$ cat src/hw/rtl/tbep_pkg.sv
`default_nettype none

package tbep_pkg;

  // tag bytes that open an element, and the zero-string terminator
  localparam logic [7:0] TAG_ZSTRING = 8'h01;
  localparam logic [7:0] TAG_CSTRING = 8'h02;
  localparam logic [7:0] TAG_INTEGER = 8'h03;
  localparam logic [7:0] TERMINATOR  = 8'h00;

  // integer mode bytes
  localparam logic [7:0] MODE_INT8  = 8'h01;
  localparam logic [7:0] MODE_INT16 = 8'h02;
  localparam logic [7:0] MODE_INT32 = 8'h03;

  // element kinds on the result channel
  typedef enum logic [1:0] {
    KIND_STRING = 2'd0,
    KIND_INT8   = 2'd1,
    KIND_INT16  = 2'd2,
    KIND_INT32  = 2'd3
  } elem_kind_t;

  // parser phases, one-hot
  typedef enum logic [5:0] {
    PH_IDLE    = 6'b000001,
    PH_ZSTR    = 6'b000010,
    PH_LEN     = 6'b000100,
    PH_CBODY   = 6'b001000,
    PH_MODE    = 6'b010000,
    PH_INTBYTE = 6'b100000
  } phase_t;

  // one result transaction
  typedef struct packed {
    elem_kind_t  kind;
    logic [31:0] value;
    logic        has_value;
    logic        elem_end;
  } res_t;

endpackage

`default_nettype wire

$ cat src/hw/rtl/tbep_parser.sv
`default_nettype none

module tbep_parser (
  input  wire logic          clk,
  input  wire logic          rst_n,
  input  wire logic          accept,
  input  wire logic [7:0]    data_byte,
  output logic               res_valid,
  output tbep_pkg::res_t     res
);
  import tbep_pkg::*;

  localparam logic [1:0] LEN_LAST_IDX = 2'd3;

  phase_t      phase_r, phase_nxt;
  logic [1:0]  cnt_r, cnt_nxt;
  logic [31:0] remain_r, remain_nxt;
  logic [31:0] asm_r, asm_nxt;
  elem_kind_t  mode_r, mode_nxt;

  logic [31:0] shifted;
  logic [31:0] remain_dec;
  logic [1:0]  int_last;

  assign shifted    = {asm_r[23:0], data_byte};
  assign remain_dec = remain_r - 32'd1;

  always_comb begin
    case (mode_r)
      KIND_INT8:  int_last = 2'd0;
      KIND_INT16: int_last = 2'd1;
      KIND_INT32: int_last = 2'd3;
      default:    int_last = 2'd0;
    endcase
  end

  always_comb begin
    phase_nxt  = phase_r;
    cnt_nxt    = cnt_r;
    remain_nxt = remain_r;
    asm_nxt    = asm_r;
    mode_nxt   = mode_r;
    res_valid  = 1'b0;
    res        = '{kind: KIND_STRING, value: 32'd0, has_value: 1'b0, elem_end: 1'b0};
    if (accept) begin
      case (phase_r)
        PH_ZSTR: begin
          res_valid = 1'b1;
          if (data_byte == TERMINATOR) begin
            phase_nxt    = PH_IDLE;
            res.elem_end = 1'b1;
          end else begin
            res.value     = {24'd0, data_byte};
            res.has_value = 1'b1;
          end
        end
        PH_LEN: begin
          asm_nxt = shifted;
          if (cnt_r == LEN_LAST_IDX) begin
            cnt_nxt    = 2'd0;
            remain_nxt = shifted;
            if (shifted == 32'd0) begin
              phase_nxt    = PH_IDLE;
              res_valid    = 1'b1;
              res.elem_end = 1'b1;
            end else begin
              phase_nxt = PH_CBODY;
            end
          end else begin
            cnt_nxt = cnt_r + 2'd1;
          end
        end
        PH_CBODY: begin
          remain_nxt    = remain_dec;
          res_valid     = 1'b1;
          res.value     = {24'd0, data_byte};
          res.has_value = 1'b1;
          if (remain_dec == 32'd0) begin
            phase_nxt    = PH_IDLE;
            res.elem_end = 1'b1;
          end
        end
        PH_MODE: begin
          if (data_byte inside {MODE_INT8, MODE_INT16, MODE_INT32}) begin
            mode_nxt  = elem_kind_t'(data_byte[1:0]);
            cnt_nxt   = 2'd0;
            asm_nxt   = 32'd0;
            phase_nxt = PH_INTBYTE;
          end else begin
            phase_nxt = PH_IDLE;
          end
        end
        PH_INTBYTE: begin
          asm_nxt = shifted;
          if (cnt_r == int_last) begin
            phase_nxt     = PH_IDLE;
            cnt_nxt       = 2'd0;
            res_valid     = 1'b1;
            res.kind      = mode_r;
            res.value     = shifted;
            res.has_value = 1'b1;
            res.elem_end  = 1'b1;
          end else begin
            cnt_nxt = cnt_r + 2'd1;
          end
        end
        default: begin
          phase_nxt = PH_IDLE;
          case (data_byte)
            TAG_ZSTRING: phase_nxt = PH_ZSTR;
            TAG_CSTRING: begin
              phase_nxt = PH_LEN;
              cnt_nxt   = 2'd0;
              asm_nxt   = 32'd0;
            end
            TAG_INTEGER: phase_nxt = PH_MODE;
            default:     phase_nxt = PH_IDLE;
          endcase
        end
      endcase
    end
  end

  always_ff @(posedge clk) begin
    if (!rst_n) begin
      phase_r  <= PH_IDLE;
      cnt_r    <= 2'd0;
      remain_r <= 32'd0;
      asm_r    <= 32'd0;
      mode_r   <= KIND_STRING;
    end else begin
      phase_r  <= phase_nxt;
      cnt_r    <= cnt_nxt;
      remain_r <= remain_nxt;
      asm_r    <= asm_nxt;
      mode_r   <= mode_nxt;
    end
  end

endmodule

`default_nettype wire

$ cat src/hw/rtl/tbep_out_buf.sv
`default_nettype none

module tbep_out_buf (
  input  wire logic           clk,
  input  wire logic           rst_n,
  input  wire logic           push,
  input  wire tbep_pkg::res_t push_data,
  output logic                full,
  output logic                out_valid,
  input  wire logic           out_stall,
  output tbep_pkg::res_t      out_data
);
  import tbep_pkg::*;

  logic main_vld_r, main_vld_nxt;
  logic skid_vld_r, skid_vld_nxt;
  res_t main_r, main_nxt;
  res_t skid_r, skid_nxt;
  logic take;

  assign take      = main_vld_r & ~out_stall;
  assign full      = skid_vld_r;
  assign out_valid = main_vld_r;
  assign out_data  = main_r;

  always_comb begin
    main_vld_nxt = main_vld_r;
    skid_vld_nxt = skid_vld_r;
    main_nxt     = main_r;
    skid_nxt     = skid_r;
    if (skid_vld_r) begin
      // no push possible while the skid entry is occupied
      if (take) begin
        main_nxt     = skid_r;
        skid_vld_nxt = 1'b0;
      end
    end else if (push) begin
      if (!main_vld_r || take) begin
        main_nxt     = push_data;
        main_vld_nxt = 1'b1;
      end else begin
        skid_nxt     = push_data;
        skid_vld_nxt = 1'b1;
      end
    end else if (take) begin
      main_vld_nxt = 1'b0;
    end
  end

  always_ff @(posedge clk) begin
    if (!rst_n) begin
      main_vld_r <= 1'b0;
      skid_vld_r <= 1'b0;
    end else begin
      main_vld_r <= main_vld_nxt;
      skid_vld_r <= skid_vld_nxt;
    end
  end

  always_ff @(posedge clk) begin
    main_r <= main_nxt;
    skid_r <= skid_nxt;
  end

endmodule

`default_nettype wire

$ cat src/hw/rtl/tagged_binary_element_parser_top.sv
`default_nettype none

// channel | direction | handshake             | payload
// --------+-----------+-----------------------+------------------------------------------
// in_     | input     | in_valid / in_stall   | in_data_byte[7:0]
// out_    | output    | out_valid / out_stall | out_elem_kind/_value/_end, out_has_value
//
// one byte per cycle while in_stall is low, as set by the parser state update; a byte's
// result (if any) shows on out_ the cycle after it is taken unless an older one is held
// synchronous active-low reset returns the parser to idle and empties the output buffer
// a two-entry output buffer separates the sides; in_stall is a registered full flag
// so the input keeps flowing for one extra result while out_stall is held

module tagged_binary_element_parser_top (
  input  wire logic        clk,
  input  wire logic        rst_n,
  // byte stream
  input  wire logic        in_valid,
  output logic             in_stall,
  input  wire logic [7:0]  in_data_byte,
  // element results
  output logic             out_valid,
  input  wire logic        out_stall,
  output logic [1:0]       out_elem_kind,
  output logic [31:0]      out_elem_value,
  output logic             out_has_value,
  output logic             out_elem_end
);
  import tbep_pkg::*;

  logic in_accept;
  logic res_valid;
  res_t res;
  res_t out_data;
  logic buf_full;

  // a byte is taken whenever the skid entry is free
  assign in_stall  = buf_full;
  assign in_accept = in_valid & ~buf_full;

  // state machine: tag, length, mode and body tracking
  tbep_parser u_parser (
    .clk       (clk),
    .rst_n     (rst_n),
    .accept    (in_accept),
    .data_byte (in_data_byte),
    .res_valid (res_valid),
    .res       (res)
  );

  // result register plus skid entry
  tbep_out_buf u_out_buf (
    .clk       (clk),
    .rst_n     (rst_n),
    .push      (res_valid),
    .push_data (res),
    .full      (buf_full),
    .out_valid (out_valid),
    .out_stall (out_stall),
    .out_data  (out_data)
  );

  assign out_elem_kind  = out_data.kind;
  assign out_elem_value = out_data.value;
  assign out_has_value  = out_data.has_value;
  assign out_elem_end   = out_data.elem_end;

endmodule

`default_nettype wire
$ cat config.mk
export PLATFORM = sky130hd
export DESIGN_NAME = tagged_binary_element_parser_top
export DESIGN_NICKNAME = d
export VERILOG_FILES = /design/src/hw/rtl/tbep_pkg.sv /design/src/hw/rtl/tbep_parser.sv /design/src/hw/rtl/tbep_out_buf.sv /design/src/hw/rtl/tagged_binary_element_parser_top.sv
export SDC_FILE = /design/constraint.sdc
export NUM_CORES = 1
export LEC_CHECK = 0
export BUFFER_PORTS_ARGS = -buffer_cell sky130_fd_sc_hd__buf_2
export CORE_AREA = 5 5 155 194
export CTS_BUF_LIST = sky130_fd_sc_hd__clkbuf_8
export DETAILED_ROUTE_END_ITERATION = 10
export DIE_AREA = 0 0 160 199
export GPL_TIMING_DRIVEN = 1
export SLEW_MARGIN = 20
export SYNTH_ARGS = -nofsm -noshare
export SYNTH_HDL_FRONTEND = slang
export SYNTH_SLANG_ARGS = --single-unit
$ cat constraint.sdc
create_clock -name clk -period 3.8 [get_ports clk]
set_input_delay 0.38 -clock clk [delete_from_list [all_inputs] [get_ports clk]]
set_output_delay 0.38 -clock clk [all_outputs]
set_load 0.01 [all_outputs]
==> impl_metrics.json <==
{
  "status": "finished, final reports clean",
  "timing.final.crit_share": 0.775,
  "worstPathRequired_ns": 3.90,
  "fin_crit_ns": 2.95,
  "syn_area_per_cell_um2": 9.98,
  "drv_slew": 0,
  "drt_iter0_drc": 445,
  "clockBufferDepth": 2,
  "finalSetupViolCount": 0,
  "drtPass1Iterations": 5,
  "async_reset_ff_frac": 0,
  "numClockSinks": 140,
  "leakage_nw": 2.94,
  "clock_skew_ns": 0.0115,
  "io_pins": 50,
  "path_max_fanout": 36,
  "min-delay-start": "out_stall",
  "cts_resized": 0,
  "reg2reg_slack_ns": 0.85,
  "drc": 0,
  "yosys_warnings": 0,
  "synth_area_um2": 6890,
  "r2r_end": "u_out_buf.out_data[31]",
  "maxSlewHeadroom": 0.411,
  "start_util": 0.245,
  "yosysUniqueCellTypes": 65,
  "ys_seq_area_frac": 0.512,
  "drtAntennaViolNets": 0,
  "gp_congestion": 0.877,
  "cts_root_buffer": "clkbuf_8",
  "antenna_found_initial": 0,
  "overflow": 0,
  "clock_latency_ns": 0.45,
  "min_path_cells": 2,
  "htree_num_levels": 4,
  "die_h_um": 199,
  "synth_area_leaders": "edfxtp_1, dfxtp_1, nor2b_1",
  "fmax_mhz": 340,
  "ir_worst_vdd_uv": 134,
  "synthCells": 690,
  "grt_pass1_vias": 5239,
  "cts_hold_buf": 0,
  "cts_made_buffers": 17,
  "hold_path_end": "u_out_buf.full",
  "path_clk_slew_ns": 0.08,
  "worst-slew-pin-transition_ns": 0.875,
  "critPathLaunchType": "flip-flop",
  "worstPathArrival_ns": 3.04,
  "grt_usage": 0.113,
  "place_hpwl_um": 12200,
  "synth_top_area_share": 0.314,
  "grt_max_degree": 41,
  "syn_nets": 705,
  "rsz0062_at_grt": "false",
  "fill_cells": 2892,
  "dp.cells": 1065,
  "die_area_um2": 31800,
  "reg2reg_depth": 7,
  "r2r_start": "u_parser.asm_r[14]",
  "via_per_inst": 4.92,
  "die_w_um": 160,
  "min-delay-path-class": "in -> reg",
  "synth_edf_count": 72,
  "post-cts-setup-buffers": 0,
  "wl_per_cell_um": 16.0,
  "synth-main-ff-cell": "edfxtp_1",
  "ys_ff_latch": 140,
  "tritoncts": "yes",
  "vias": 5395,
  "core_area_um2": 28100,
  "grt_pass1_wl_um": 29000,
  "p_per_area_nw_per_um2": 362,
  "yosysTopAreaCell": "edfxtp_1",
  "cp-end-kind": "flip-flop",
  "io_buffers": 49,
  "std_cell_rows": 69,
  "stdcell_count": 1097,
  "finalNetCount": 744,
  "synthToLayoutAreaGrowth_pct": 15.5,
  "path_class": "reg -> reg",
  "hold_viol": 0,
  "drive_above_1_share": 0.167,
  "wl_um": 17600,
  "fin_tns_setup_ns": 0,
  "drv_cap": 0,
  "n_antenna_cell": 0
}
-- power breakdown --
part / switching (mW) / total [mW] / leakage, nW / internal [mW]
clock: 0.590 / 1.26 / 0.208 / 0.668
sequential: 0.000147 / 1.57 / 1.14 / 1.57
combinational: 0.0307 / 0.0475 / 1.60 / 0.0167
-- flip-flops by register name (all words and copies together) (netlist names) --
name / cells
u_parser.phase_r: 6
u_out_buf.out_data: 36
u_out_buf.out_valid: 1
u_out_buf.full: 1
u_parser.asm_r: 24
u_parser.remain_r: 32
u_out_buf.skid_r: 36
u_parser.mode_r: 2
u_parser.cnt_r: 2
-- metal layers --
layer / track usage / wire (um)
met2: 0.189 / 8500
met3: 0.0272 / 894
met1: 0.143 / 7920
met4: 0.0440 / 276
met5: 0 / 0
-- through the flow --
step	instance area, um2	power [mW]	util	hold slack, ns	setup slack, ns
after detailed placement	7540	1.65	0.269	0.505	0.751
final	7950	2.88	0.283	0.235	0.855
after global routing	7950	2.99	0.283	0.209	0.690
after global placement	7540	1.65	0.269	0.504	0.795
after floorplan	6890	1.63	-	0.496	0.0752
after CTS	7950	2.91	0.283	0.208	0.813
-- worst max path at each step --
stage | slack, ns | end | cells after the start | from
floorplan | 0.08 | u_out_buf.out_data[0] | 5 | u_parser.phase_r[5]
detailed placement | 0.75 | u_out_buf.out_data[31] | 8 | in_data_byte[1]
global placement | 0.79 | u_out_buf.out_data[31] | 8 | in_data_byte[1]
CTS | 0.81 | u_out_buf.out_data[31] | 7 | u_parser.asm_r[14]
finish | 0.85 | u_out_buf.out_data[31] | 7 | u_parser.asm_r[14]
global route | 0.69 | u_out_buf.out_data[0] | 7 | u_parser.remain_r[4]
-- layout make-up --
type	instances	area (um2)	share of cell area
clock buffer	18	248	0.0311
sequential	140	3520	0.443
multi-input combinational	499	3180	0.400
inverter	7	26.3	0.00330
timing repair buffer	64	358	0.0450
clock inverter	14	170	0.0214
tap	355	444	0.0558
-- cells in the mapped netlist (7+ instances only) --
| cell type | count |
|---|---|
| dfxtp_1 | 68 |
| o31ai_1 | 7 |
| buf_2 | 7 |
| nor4_1 | 19 |
| a22oi_1 | 36 |
| a31oi_1 | 10 |
| nor2_1 | 62 |
| nand2_1 | 43 |
| edfxtp_1 | 72 |
| nand3_1 | 14 |
| o221a_2 | 7 |
| inv_1 | 7 |
| and2_1 | 37 |
| a21o_1 | 38 |
| clkbuf_1 | 33 |
| o21ai_0 | 33 |
| a21oi_1 | 34 |
| nand3b_1 | 7 |
| mux2i_1 | 9 |
| nor2b_1 | 52 |
| nand4_1 | 10 |
| nor3_1 | 13 |
-- placed cells by master, fill, tap and decap left out, types with 8 or more instances in the layout --
cell type / instances
o21ai_0: 33
nand2_1: 43
a21o_1: 38
nor2b_1: 52
edfxtp_1: 72
a21oi_1: 33
a22oi_1: 36
nor4_1: 19
buf_2: 49
and2_1: 37
nand3_1: 14
a31oi_1: 10
clkbuf_8: 18
nor3_1: 13
nand4_1: 10
inv_1: 8
dfxtp_1: 68
nor2_1: 61
mux2i_1: 9
buf_4: 15
-- cells by family (layout without fill, tap and decap cells) --
logic type,count (synthesis),in the layout,share of synthesized area
muxes,10,10,0.0147
adders and majority gates,3,3,0.00545
xor gates and xnor gates,3,3,0.00382
AOI/OAI and AO/OA,192,192,0.192
and+or+nand+nor,291,291,0.241
DFF,140,140,0.512
buffers and inverters,51,103,0.0314
-- worst max-delay path, stage by stage, from the launching register on --
cell and delay, ns:
dfxtp_1 0.36, nor4_1 0.50, nand4_1 0.15, nor3_1 0.47
a32oi_1 0.22, a21o_1 0.30, a21boi_4 0.14, buf_4 0.41
Note: power is estimated with default switching activity, not from simulation.
